### config.mk
export PLATFORM = sky130hd
export DESIGN_NAME = stepwise_line_pixel_generator
export DESIGN_NICKNAME = d
export VERILOG_FILES = /design/src/sv/slpg_pkg.sv /design/src/sv/stepwise_line_pixel_generator.sv /design/src/sv/slpg_front.sv /design/src/sv/slpg_queue.sv /design/src/sv/slpg_back.sv
export SDC_FILE = /design/constraint.sdc
export NUM_CORES = 1
export LEC_CHECK = 0
export BUFFER_PORTS_ARGS = -buffer_cell sky130_fd_sc_hd__buf_2
export CORE_ASPECT_RATIO = 0.75
export CORE_MARGIN = 2
export CORE_UTILIZATION = 30
export DETAILED_ROUTE_END_ITERATION = 10
export GPL_ROUTABILITY_DRIVEN = 0
export HOLD_SLACK_MARGIN = 0.06
export RECOVER_POWER = 50
export SYNTH_ARGS = -nofsm -noshare
export SYNTH_HDL_FRONTEND = slang
export SYNTH_SLANG_ARGS = --single-unit
### constraint.sdc
create_clock -name aclk -period 4 [get_ports aclk]
set_clock_uncertainty 0.1 [all_clocks]
set_input_delay 0.6 -clock aclk [delete_from_list [all_inputs] [get_ports aclk]]
set_output_delay 0.6 -clock aclk [all_outputs]
set_load 0.02 [all_outputs]
### src/sv/slpg_pkg.sv
// Package with the shared types, codes and constants of the line pixel generator.
package slpg_pkg;

    localparam int COORD_BITS     = 10;
    localparam int ERR_BITS       = COORD_BITS + 2;
    localparam int COLOR_BITS     = 16;
    localparam int CFG_INDEX_BITS = 1;
    localparam int Q_DEPTH        = 4;
    localparam int Q_PTR_BITS     = $clog2(Q_DEPTH);
    localparam int Q_CNT_BITS     = Q_PTR_BITS + 1;

    typedef logic [COORD_BITS-1:0]     coord_t;
    typedef logic signed [ERR_BITS-1:0] err_t;
    typedef logic [COLOR_BITS-1:0]     color_t;
    typedef logic [CFG_INDEX_BITS-1:0] cfg_index_t;
    typedef logic [2:0]                step_mode_t;
    typedef logic [1:0]                status_t;

    localparam coord_t COORD_ONE     = coord_t'(1);
    localparam coord_t X_LIMIT_RESET = coord_t'(240);
    localparam coord_t Y_LIMIT_RESET = coord_t'(320);

    // register indexes
    localparam cfg_index_t REG_X_LIMIT = cfg_index_t'(0);
    localparam cfg_index_t REG_Y_LIMIT = cfg_index_t'(1);

    // action codes
    localparam logic ACT_START = 1'b0;
    localparam logic ACT_TICK  = 1'b1;

    // result status codes
    localparam status_t ST_PIXEL  = 2'd0;
    localparam status_t ST_REJECT = 2'd1;
    localparam status_t ST_IDLE   = 2'd2;

    // step modes; staircase modes have bit 2 set
    localparam step_mode_t MODE_VERT = 3'd0;
    localparam step_mode_t MODE_HORZ = 3'd1;
    localparam step_mode_t MODE_STAIR = 3'd4;
    localparam int MODE_XDEC_BIT = 0;
    localparam int MODE_YDEC_BIT = 1;

    typedef struct packed {
        logic   action;
        coord_t start_x;
        coord_t start_y;
        coord_t end_x;
        coord_t end_y;
        color_t line_color;
    } in_item_t;

    typedef struct packed {
        status_t status;
        coord_t  pixel_x;
        coord_t  pixel_y;
        color_t  pixel_color;
        logic    final_pixel;
    } out_item_t;

    typedef enum logic [1:0] {
        CMD_START  = 2'd0,
        CMD_REJECT = 2'd1,
        CMD_TICK   = 2'd2
    } cmd_kind_t;

    // classified command handed from the front to the back
    typedef struct packed {
        cmd_kind_t  kind;
        step_mode_t mode;
        coord_t     cur_x;
        coord_t     cur_y;
        coord_t     goal_x;
        coord_t     goal_y;
        coord_t     delta_x;
        coord_t     delta_y;
        color_t     color;
    } cmd_t;

    typedef struct packed {
        logic empty;
        logic full;
    } q_status_t;

endpackage

### src/sv/stepwise_line_pixel_generator.sv
// Top level of the stepwise line pixel generator: front end, command queue and line stepper.
//
//   channel  direction  ports                                    payload
//   s_       in         s_valid, s_ready, s_data                 in_item_t (start or tick)
//   m_       out        m_valid, m_ready, m_data                 out_item_t (one per item)
//   cfg_     in         cfg_valid, cfg_ready, cfg_index, cfg_data limit register write
//
// One transaction in gives one transaction out; the stepper takes one queued command per
// cycle while the result register is empty or being taken, so the sustained rate is one
// item per cycle. Each accepted item goes from the queue head into the result register.
// aresetn is synchronous and active low; it empties the queue, drops any line in
// progress and restores the limits to 240 and 320. cfg_ready is always high.
// A stall on m_ready holds the result register and the stepper; the four-entry queue
// absorbs incoming transactions until it fills, then s_ready drops.
module stepwise_line_pixel_generator import slpg_pkg::*; (
    input  logic       aclk,
    input  logic       aresetn,
    // input items
    input  logic       s_valid,
    output logic       s_ready,
    input  in_item_t   s_data,
    // result items
    output logic       m_valid,
    input  logic       m_ready,
    output out_item_t  m_data,
    // limit registers
    input  logic       cfg_valid,
    output logic       cfg_ready,
    input  cfg_index_t cfg_index,
    input  coord_t     cfg_data
);

    q_status_t q_status;
    logic      push, pop;
    cmd_t      push_cmd, head_cmd;

    // classify each transaction: tick, rejected start or valid start with its setup
    slpg_front u_front (
        .aclk      (aclk),
        .aresetn   (aresetn),
        .s_valid   (s_valid),
        .s_ready   (s_ready),
        .s_data    (s_data),
        .cfg_valid (cfg_valid),
        .cfg_ready (cfg_ready),
        .cfg_index (cfg_index),
        .cfg_data  (cfg_data),
        .q_status  (q_status),
        .push      (push),
        .push_cmd  (push_cmd)
    );

    // decouple the two sides so each can stall on its own
    slpg_queue u_queue (
        .aclk     (aclk),
        .aresetn  (aresetn),
        .push     (push),
        .push_cmd (push_cmd),
        .pop      (pop),
        .head_cmd (head_cmd),
        .q_status (q_status)
    );

    // walk the line and register each result
    slpg_back u_back (
        .aclk     (aclk),
        .aresetn  (aresetn),
        .head_cmd (head_cmd),
        .q_status (q_status),
        .pop      (pop),
        .m_valid  (m_valid),
        .m_ready  (m_ready),
        .m_data   (m_data)
    );

endmodule

### src/sv/slpg_front.sv
// Front end: limit registers, input acceptance and classification of each item.
module slpg_front import slpg_pkg::*; (
    input  logic       aclk,
    input  logic       aresetn,
    input  logic       s_valid,
    output logic       s_ready,
    input  in_item_t   s_data,
    input  logic       cfg_valid,
    output logic       cfg_ready,
    input  cfg_index_t cfg_index,
    input  coord_t     cfg_data,
    input  q_status_t  q_status,
    output logic       push,
    output cmd_t       push_cmd
);

    coord_t x_limit_reg, y_limit_reg;
    logic   reject;
    logic   x_back, y_back;

    assign cfg_ready = 1'b1;

    always_ff @(posedge aclk) begin
        if (!aresetn) begin
            x_limit_reg <= X_LIMIT_RESET;
            y_limit_reg <= Y_LIMIT_RESET;
        end else if (cfg_valid && cfg_ready) begin
            unique case (cfg_index)
                REG_X_LIMIT: x_limit_reg <= cfg_data;
                REG_Y_LIMIT: y_limit_reg <= cfg_data;
                default: ;
            endcase
        end
    end

    assign s_ready = !q_status.full;
    assign push    = s_valid && s_ready;

    assign reject = (s_data.start_x > x_limit_reg) || (s_data.end_x > x_limit_reg) ||
                    (s_data.start_y > y_limit_reg) || (s_data.end_y > y_limit_reg);
    assign x_back = s_data.end_x < s_data.start_x;
    assign y_back = s_data.end_y < s_data.start_y;

    always_comb begin
        push_cmd         = '0;
        push_cmd.color   = s_data.line_color;
        push_cmd.delta_x = x_back ? s_data.start_x - s_data.end_x
                                  : s_data.end_x - s_data.start_x;
        push_cmd.delta_y = y_back ? s_data.start_y - s_data.end_y
                                  : s_data.end_y - s_data.start_y;
        if (s_data.action == ACT_TICK) begin
            push_cmd.kind = CMD_TICK;
        end else if (reject) begin
            push_cmd.kind = CMD_REJECT;
        end else begin
            push_cmd.kind = CMD_START;
        end

        if (s_data.start_x == s_data.end_x) begin
            // vertical: run upward from the smaller y
            push_cmd.mode   = MODE_VERT;
            push_cmd.cur_x  = s_data.start_x;
            push_cmd.goal_x = s_data.start_x;
            push_cmd.cur_y  = y_back ? s_data.end_y : s_data.start_y;
            push_cmd.goal_y = y_back ? s_data.start_y : s_data.end_y;
        end else if (s_data.start_y == s_data.end_y) begin
            push_cmd.mode   = MODE_HORZ;
            push_cmd.cur_y  = s_data.start_y;
            push_cmd.goal_y = s_data.start_y;
            push_cmd.cur_x  = x_back ? s_data.end_x : s_data.start_x;
            push_cmd.goal_x = x_back ? s_data.start_x : s_data.end_x;
        end else begin
            push_cmd.mode                = MODE_STAIR;
            push_cmd.mode[MODE_XDEC_BIT] = x_back;
            push_cmd.mode[MODE_YDEC_BIT] = y_back;
            push_cmd.cur_x               = s_data.start_x;
            push_cmd.cur_y               = s_data.start_y;
            push_cmd.goal_x              = s_data.end_x;
            push_cmd.goal_y              = s_data.end_y;
        end
    end

endmodule

### src/sv/slpg_queue.sv
// Short command queue between the front end and the line stepper.
module slpg_queue import slpg_pkg::*; (
    input  logic      aclk,
    input  logic      aresetn,
    input  logic      push,
    input  cmd_t      push_cmd,
    input  logic      pop,
    output cmd_t      head_cmd,
    output q_status_t q_status
);

    cmd_t                  mem [Q_DEPTH];
    logic [Q_PTR_BITS-1:0] wr_ptr_reg, rd_ptr_reg;
    logic [Q_CNT_BITS-1:0] count_reg;

    assign q_status.empty = (count_reg == '0);
    assign q_status.full  = (count_reg == Q_CNT_BITS'(Q_DEPTH));
    assign head_cmd       = mem[rd_ptr_reg];

    always_ff @(posedge aclk) begin
        if (push) begin
            mem[wr_ptr_reg] <= push_cmd;
        end
    end

    always_ff @(posedge aclk) begin
        if (!aresetn) begin
            wr_ptr_reg <= '0;
            rd_ptr_reg <= '0;
            count_reg  <= '0;
        end else begin
            if (push) begin
                wr_ptr_reg <= wr_ptr_reg + 1'b1;
            end
            if (pop) begin
                rd_ptr_reg <= rd_ptr_reg + 1'b1;
            end
            case ({push, pop})
                2'b10:   count_reg <= count_reg + 1'b1;
                2'b01:   count_reg <= count_reg - 1'b1;
                default: count_reg <= count_reg;
            endcase
        end
    end

    a_no_overflow: assert property (@(posedge aclk) disable iff (!aresetn)
        q_status.full |-> !push)
        else $error("queue push while full");

    a_no_underflow: assert property (@(posedge aclk) disable iff (!aresetn)
        q_status.empty |-> !pop)
        else $error("queue pop while empty");

    a_count_range: assert property (@(posedge aclk) disable iff (!aresetn)
        count_reg <= Q_CNT_BITS'(Q_DEPTH))
        else $error("queue count out of range");

endmodule

### src/sv/slpg_back.sv
// Back end: line state, staircase stepping and the result register.
module slpg_back import slpg_pkg::*; (
    input  logic      aclk,
    input  logic      aresetn,
    input  cmd_t      head_cmd,
    input  q_status_t q_status,
    output logic      pop,
    output logic      m_valid,
    input  logic      m_ready,
    output out_item_t m_data
);

    logic       busy_reg, busy_next;
    coord_t     cur_x_reg, cur_y_reg, goal_x_reg, goal_y_reg;
    coord_t     cur_x_next, cur_y_next, goal_x_next, goal_y_next;
    coord_t     dx_reg, dy_reg, dx_next, dy_next;
    err_t       err_reg, err_next;
    step_mode_t mode_reg, mode_next;
    color_t     color_reg, color_next;
    coord_t     adv_x, adv_y;
    err_t       adv_err;
    logic       last;
    out_item_t  result;
    logic       m_valid_reg;
    out_item_t  m_data_reg;

    assign pop     = !q_status.empty && (!m_valid_reg || m_ready);
    assign m_valid = m_valid_reg;
    assign m_data  = m_data_reg;

    // one step of the current line
    always_comb begin
        adv_x   = cur_x_reg;
        adv_y   = cur_y_reg;
        adv_err = err_reg;
        if (mode_reg == MODE_VERT) begin
            adv_y = cur_y_reg + COORD_ONE;
        end else if (mode_reg == MODE_HORZ) begin
            adv_x = cur_x_reg + COORD_ONE;
        end else if (!err_reg[ERR_BITS-1]) begin
            adv_x   = mode_reg[MODE_XDEC_BIT] ? cur_x_reg - COORD_ONE : cur_x_reg + COORD_ONE;
            adv_err = err_reg - $signed({2'b00, dy_reg});
        end else begin
            adv_y   = mode_reg[MODE_YDEC_BIT] ? cur_y_reg - COORD_ONE : cur_y_reg + COORD_ONE;
            adv_err = err_reg + $signed({2'b00, dx_reg});
        end
    end

    always_comb begin
        busy_next   = busy_reg;
        cur_x_next  = cur_x_reg;
        cur_y_next  = cur_y_reg;
        goal_x_next = goal_x_reg;
        goal_y_next = goal_y_reg;
        dx_next     = dx_reg;
        dy_next     = dy_reg;
        err_next    = err_reg;
        mode_next   = mode_reg;
        color_next  = color_reg;
        result      = '0;
        last        = 1'b0;
        unique case (head_cmd.kind)
            CMD_REJECT: begin
                busy_next     = 1'b0;
                result.status = ST_REJECT;
            end
            CMD_START: begin
                cur_x_next  = head_cmd.cur_x;
                cur_y_next  = head_cmd.cur_y;
                goal_x_next = head_cmd.goal_x;
                goal_y_next = head_cmd.goal_y;
                dx_next     = head_cmd.delta_x;
                dy_next     = head_cmd.delta_y;
                err_next    = '0;
                mode_next   = head_cmd.mode;
                color_next  = head_cmd.color;
            end
            CMD_TICK: begin
                if (busy_reg) begin
                    cur_x_next = adv_x;
                    cur_y_next = adv_y;
                    err_next   = adv_err;
                end else begin
                    result.status = ST_IDLE;
                end
            end
            default: ;
        endcase
        if (head_cmd.kind == CMD_START || (head_cmd.kind == CMD_TICK && busy_reg)) begin
            last               = (cur_x_next == goal_x_next) && (cur_y_next == goal_y_next);
            busy_next          = !last;
            result.status      = ST_PIXEL;
            result.pixel_x     = cur_x_next;
            result.pixel_y     = cur_y_next;
            result.pixel_color = color_next;
            result.final_pixel = last;
        end
    end

    always_ff @(posedge aclk) begin
        if (!aresetn) begin
            busy_reg    <= 1'b0;
            m_valid_reg <= 1'b0;
        end else begin
            if (pop) begin
                busy_reg    <= busy_next;
                m_valid_reg <= 1'b1;
            end else if (m_ready) begin
                m_valid_reg <= 1'b0;
            end
        end
    end

    always_ff @(posedge aclk) begin
        if (!aresetn) begin
            cur_x_reg  <= '0;
            cur_y_reg  <= '0;
            goal_x_reg <= '0;
            goal_y_reg <= '0;
            dx_reg     <= '0;
            dy_reg     <= '0;
            err_reg    <= '0;
            mode_reg   <= MODE_VERT;
            color_reg  <= '0;
            m_data_reg <= '0;
        end else if (pop) begin
            cur_x_reg  <= cur_x_next;
            cur_y_reg  <= cur_y_next;
            goal_x_reg <= goal_x_next;
            goal_y_reg <= goal_y_next;
            dx_reg     <= dx_next;
            dy_reg     <= dy_next;
            err_reg    <= err_next;
            mode_reg   <= mode_next;
            color_reg  <= color_next;
            m_data_reg <= result;
        end
    end

    a_final_clears_busy: assert property (@(posedge aclk) disable iff (!aresetn)
        pop && result.final_pixel |=> !busy_reg)
        else $error("line still busy after its final pixel");

    a_code_has_no_pixel: assert property (@(posedge aclk) disable iff (!aresetn)
        m_valid && m_data.status != ST_PIXEL |->
            m_data.pixel_x == '0 && m_data.pixel_y == '0 && !m_data.final_pixel)
        else $error("status code result carries pixel data");

    a_idle_keeps_state: assert property (@(posedge aclk) disable iff (!aresetn)
        pop && head_cmd.kind == CMD_TICK && !busy_reg |=> $stable(cur_x_reg) && !busy_reg)
        else $error("idle tick changed line state");

endmodule

Yosys cells after proc, flatten, opt, wreduce, memory -nomap -nowiden
Memory sizes are Yosys's and may differ from the RTL's. A register that Yosys moved wholly into a read port is not among the register bits.
Index checks and enable logic that the tools add are counted.
{ "op_classes": {"addsub": 14, "order_cmp": 6, "eq_ne": 13, "muxes": 42, "n_bitwise": 1, "n_reduce_logical": 25} }
{ "ops": {"columns": ["cell", "count"], "rows": [
  ["$mux W10", 18],
  ["$mux W43", 2],
  ["$mux W12", 4],
  ["$eq A10 B10 Y1", 4],
  ["$gt A10 B10 Y1", 4],
  ["$pmux W10 S2", 2],
  ["$sub A10 B10 Y10", 4],
  ["$mux W39", 1],
  ["$pmux W12 S2", 1],
  ["$add A10 B1 Y10 const B", 2],
  ["$lt A10 B10 Y1", 2],
  ["$sub A10 B1 Y10 const B", 2],
  ["$mux W16", 1],
  ["$add A12 B11 Y12", 1],
  ["$sub A12 B11 Y12", 1],
  ["$mux W2", 4],
  ["$reduce_and A2 Y1", 4],
  ["$reduce_bool A2 Y1", 4],
  ["$mux W1", 7],
  ["$logic_not A3 Y1", 2],
  ["$pmux W3 S2", 1],
  ["$logic_or A1 B1 Y1", 5],
  ["$reduce_and A5 Y1", 1],
  ["$add A2 B1 Y2 const B", 2],
  ["other kinds (13)", 22]
]} }
{ "word_totals": {"reg_bits": 159, "ram_bits": 324, "in_bits": 73, "mem_count": 1} }
{ "mem_list": {"columns": ["memory", "words", "width", "read_ports", "rd_ports_with_merged_regs", "write_ports", "line", "source"], "rows": [
  ["u_queue.mem", 4, 81, 1, 1, 1, "slpg_queue.sv:12", "cmd_t mem [Q_DEPTH];"]
]} }

Longest topological paths before layout
{ "depth": {"word_depth": 11, "depth_mapped": 18, "mapped_depth_nobuf": 16} }

Cells and area by module
From an unflattened synthesis, not the netlist that was laid out.
{ "unflattened": {"cells_unflattened": 2157, "hier_area_um2": 24800.0} }
{ "by_module_without_submodules": {"columns": ["module", "n_inst", "cells_per_inst", "area_per_inst_um2", "seq_area_each_um2"], "rows": [
  ["slpg_queue", 1, 469, 12219.2, 9909.5],
  ["slpg_back", 1, 1135, 8503.2, 2642.5],
  ["slpg_front", 1, 553, 4077.7, 400.4]
]} }

Worst setup path before layout
OpenSTA, ideal clock, no wires.
{ "synth_timing": {"path_kind": "input port to flip-flop", "from": "input port s_data[26] (netlist name)", "to": "memory u_queue.mem[0][35] (netlist name) (data pin)", "arrival_ps": 3302, "slack_ps": 329, "stages": 13, "n_path_buf": 1, "cell_sequence": "inv_1 ha_1 fa_1 nor2b_1 o21ai_0 a21boi_0 o31ai_1 nand2_1 buf_1 mux2_2 a221o_1 o21ba_2 xor2_1"} }
{ "synth_rtl": {"columns": ["element", "line", "source"], "rows": [
  ["from (decl)", "stepwise_line_pixel_generator.sv:21", "input in_item_t s_data,"],
  ["to (decl)", "slpg_queue.sv:12", null]
]} }

==> metrics.csv <==
stage,metric,value,unit
status,outcome,"complete, but fails checks",
status,failing checks,"max-capacitance violations, max-slew violations",
sta,Max Slew Vio Count,192,
power_and_ir_drop,switching power total,6.51,mW
logic_synthesis,Mapped Avg Cell Area,11.9,sq um
cells_and_area,max FFs per register,324,
logic_synthesis,ys flop type,edfxtp_1,
worst_hold_path,Worst Hold Endpoint,u_queue.mem[1][8],
worst_setup_path,Critical Path Fanout Max,14,
worst_hold_path,min-delay worst type,input pin to register,
logic_synthesis,asr flop ratio synth,0,
power_and_ir_drop,Gate power share,0.357,
power_and_ir_drop,PD cells,662,nW/um^2
sta,Setup TNS Final,0,ps
sta,Tmin final,3670,ps
logic_synthesis,syn_nets,2159,
grt,vias in the first global route,15800,
placement,PortBufs,113,
logic_synthesis,Simple-Gate Fraction of Synth Area,0.112,
drt,vias per cell,5.04,
logic_synthesis,Synth Area in XOR/XNOR,0.0201,
drt,Antenna Nets Post-Route,0,
logic_synthesis,largest area contributor in the netlist,edfxtp_1,
grt,initial antenna violation count,1,
logic_synthesis,Cell variety after synth,85,
logic_synthesis,Cells after Synth,1981,
logic_synthesis,Synth Area in Compound Gates,0.125,
worst_setup_path,crit path max-delay cell type,mux4_2,
clock_tree,CTS Buf Count,52,
clock_tree,H-tree lvl count,2,
floorplan,row cnt,88,
logic_synthesis,Post-synth top cells,"324 x edfxtp_1, 313 x nand2_1, 161 x dfxtp_1, 102 x inv_1, 99 x ha_1",
drt,DRT Wirelength,62100,microns
sta,Final Cycle Share,0.917,
logic_synthesis,Post-synth EDFFs,324,
worst_setup_path,crit-path cells,"mux4_2, nor2_4, buf_12, mux2i_1, xor2_1, nand4_1, a211o_1, o41ai_1, a21oi_1",
worst_hold_path,hold depth,1,
placement,pre-CTS WS,104,ps
clock_tree,Clock Sinks,485,
sta,RSZ-0062 raised after global routing,no,
clock_tree,CTS tree,done,
worst_setup_path,critical path required time,4380,ps
power_and_ir_drop,Switching Fraction,0.362,
sta,post-route setup slack,332,ps
worst_setup_path,Crit path largest cell delay,660,ps
worst_setup_path,Critical Path Sink Type,register,
flow_run,max-cap violations,4,
power_and_ir_drop,VDD IR-drop max,0.309,mV
worst_setup_path,FF-to-FF End,u_back.busy_reg,
logic_synthesis,largest family of logic cells by synthesized area,compound AO/OA/AOI/OAI gates,
floorplan,CORE AREA,77400,sq um
cells_and_area,Area Overhead vs Synth,15.2,%
logic_synthesis,Synth area leaders,"edfxtp_1 41%, dfxtp_1 14%, mux4_2 7.7%",
logic_synthesis,Synthesis Warnings,0,
placement,DP HPWL,43900,microns
power_and_ir_drop,Lkg Pwr,9.72,nW
drt,# DRC,0,
clock_tree,clock buffer depth,3,
grt,Overall Global Routing Usage,0.152,
logic_synthesis,Yosys top cell area share,0.413,
floorplan,die boundary height,247,microns
worst_setup_path,Crit path arrival time,4040,ps
grt,largest net degree at the start of global routing,84,
floorplan,Top Ports,115,
logic_synthesis,"flops & latches, synth",485,
sta,worst rel slew slack,-0.957,
logic_synthesis,Adder-Cell Fraction of Synth Area,0.0576,
logic_synthesis,most common cell in the netlist,edfxtp_1,
floorplan,die area,80900,sq um
grt,GRT overflow,0,
clock_tree,post-cts resize count,0,
clock_tree,Clock transition at path regs,70,ps
drt,Initial DRT Pass Iterations,7,
clock_tree,CTS root buffer,clkbuf_16,
cells_and_area,layout cell share with drive strength beyond 1,0.147,
power_and_ir_drop,Flop pwr share,0.375,
floorplan,Starting Density,0.305,
worst_setup_path,CP top delay family,multiplexers,
worst_setup_path,startpoint types,register,
floorplan,Die X-Extent,328,microns
grt,first-pass GRT wire length,95500,microns
power_and_ir_drop,internal power,11.5,mW
sta,Finish-stage setup viols,0,
worst_setup_path,Worst R2R Setup Slack,330,ps
sta,Slew @ Worst Pin,2940,ps
drt,iteration-0 DRC count of the detailed router,1427,
worst_setup_path,Buf/Inv on CP,1,
sta,upper clock frequency limit,0.273,GHz
logic_synthesis,synthesized area,23600,sq um
clock_tree,Clock Latency Late Sink,610,ps
clock_tree,CTS Hold Bufs,0,
drt,DR WL/cell,19.5,microns
worst_setup_path,R2R cell count,9,
logic_synthesis,sequential area share after synthesis,0.549,
power_and_ir_drop,clock share of power,0.268,
logic_synthesis,proportion of synthesized area in mux cells,0.0985,
worst_hold_path,worst hold start,s_data[8],
cells_and_area,FILL cells,7510,
sta,Fin. Hold Viols,0,
clock_tree,# Post-CTS Setup Buffers,0,
drt,routed vias,16100,
cells_and_area,Final #Nets,2284,
worst_setup_path,critical path type,register to register,
## worst max-delay path by stage
stage	from	endpoint	slack (ps)	cells after the start
2_1_floorplan	s_data[26]	u_queue.mem[0][35]	330	13
3_3_place_gp	s_data[26]	u_queue.mem[0][35]	180	15
3_5_place_dp	s_data[26]	u_queue.mem[2][35]	100	15
4_1_cts	register	u_back.busy_reg	360	9
5_1_grt	register	u_back.busy_reg	160	10
6_report	register	u_back.busy_reg	330	9
## cells in the final DEF (no fill, tap or decap), types with 30 or more instances in the layout
cell,Yosys,final
nand2_1,313,313
mux4_2,81,81
mux2i_1,34,34
xnor2_1,30,30
a21boi_0,70,70
dfxtp_1,161,159
nor2b_1,54,54
nor2_1,47,47
buf_2,19,51
a22oi_1,33,33
edfxtp_1,324,324
clkbuf_16,0,53
a21oi_1,58,58
ha_1,99,99
inv_1,102,102
buf_4,4,60
clkbuf_1,67,78
o21ai_0,95,95
## kinds of logic after synthesis
group | after synthesis
compound gates | 424
simple gates | 568
buf+inv | 215
flops | 485
other cells | 1
fa+ha+maj | 105
mux | 129
xor+xnor | 54
## stage by stage
stage          hold WS [ps]  total power [mW]  instances  area, sq um   util
3_5_place_dp            358              13.2       3087        25600  0.330
5_1_grt                 147              18.9       3185        27200  0.351
6_report                159              18.0       3185        27200  0.351
4_1_cts                72.1              18.1       3184        27300  0.352
3_3_place_gp            352              13.1       3087        25600  0.330
2_1_floorplan           340              11.2       1981        23600      -
## power by group through the flow
| stage | Combinational, mW | Sequential (mW) | Clock (mW) |
|---|---|---|---|
| final | 6.42 | 6.74 | 4.82 |
| after global routing | 7.01 | 6.82 | 5.11 |
| after CTS | 6.46 | 6.71 | 4.92 |
| after detailed placement | 6.43 | 6.81 | 0 |
| after global placement | 6.31 | 6.77 | 0 |
| after floorplan | 4.58 | 6.65 | 0 |
## area by class of cell
type	count	area (sq um)	area share
Antenna cell	1	2.50	0.0000921
Multi-Input combinational cell	1281	9750	0.359
Clock buffer	73	1440	0.0531
Timing Repair Buffer	180	1050	0.0386
Tap cell	1035	1290	0.0477
Clock inverter	24	273	0.0100
Sequential cell	485	13000	0.477
Inverter	106	399	0.0147
## per-layer routing
metal,up-vias,GRT usage,routed length [microns],part of all wire
met5,-,0,0,0
met4,0,0.0468,1520,0.024
met3,101,0.0272,3970,0.064
met2,523,0.240,28100,0.45
met1,7907,0.212,28400,0.46
li1,7534,-,-,-
Power figures use the tool's default switching activity.
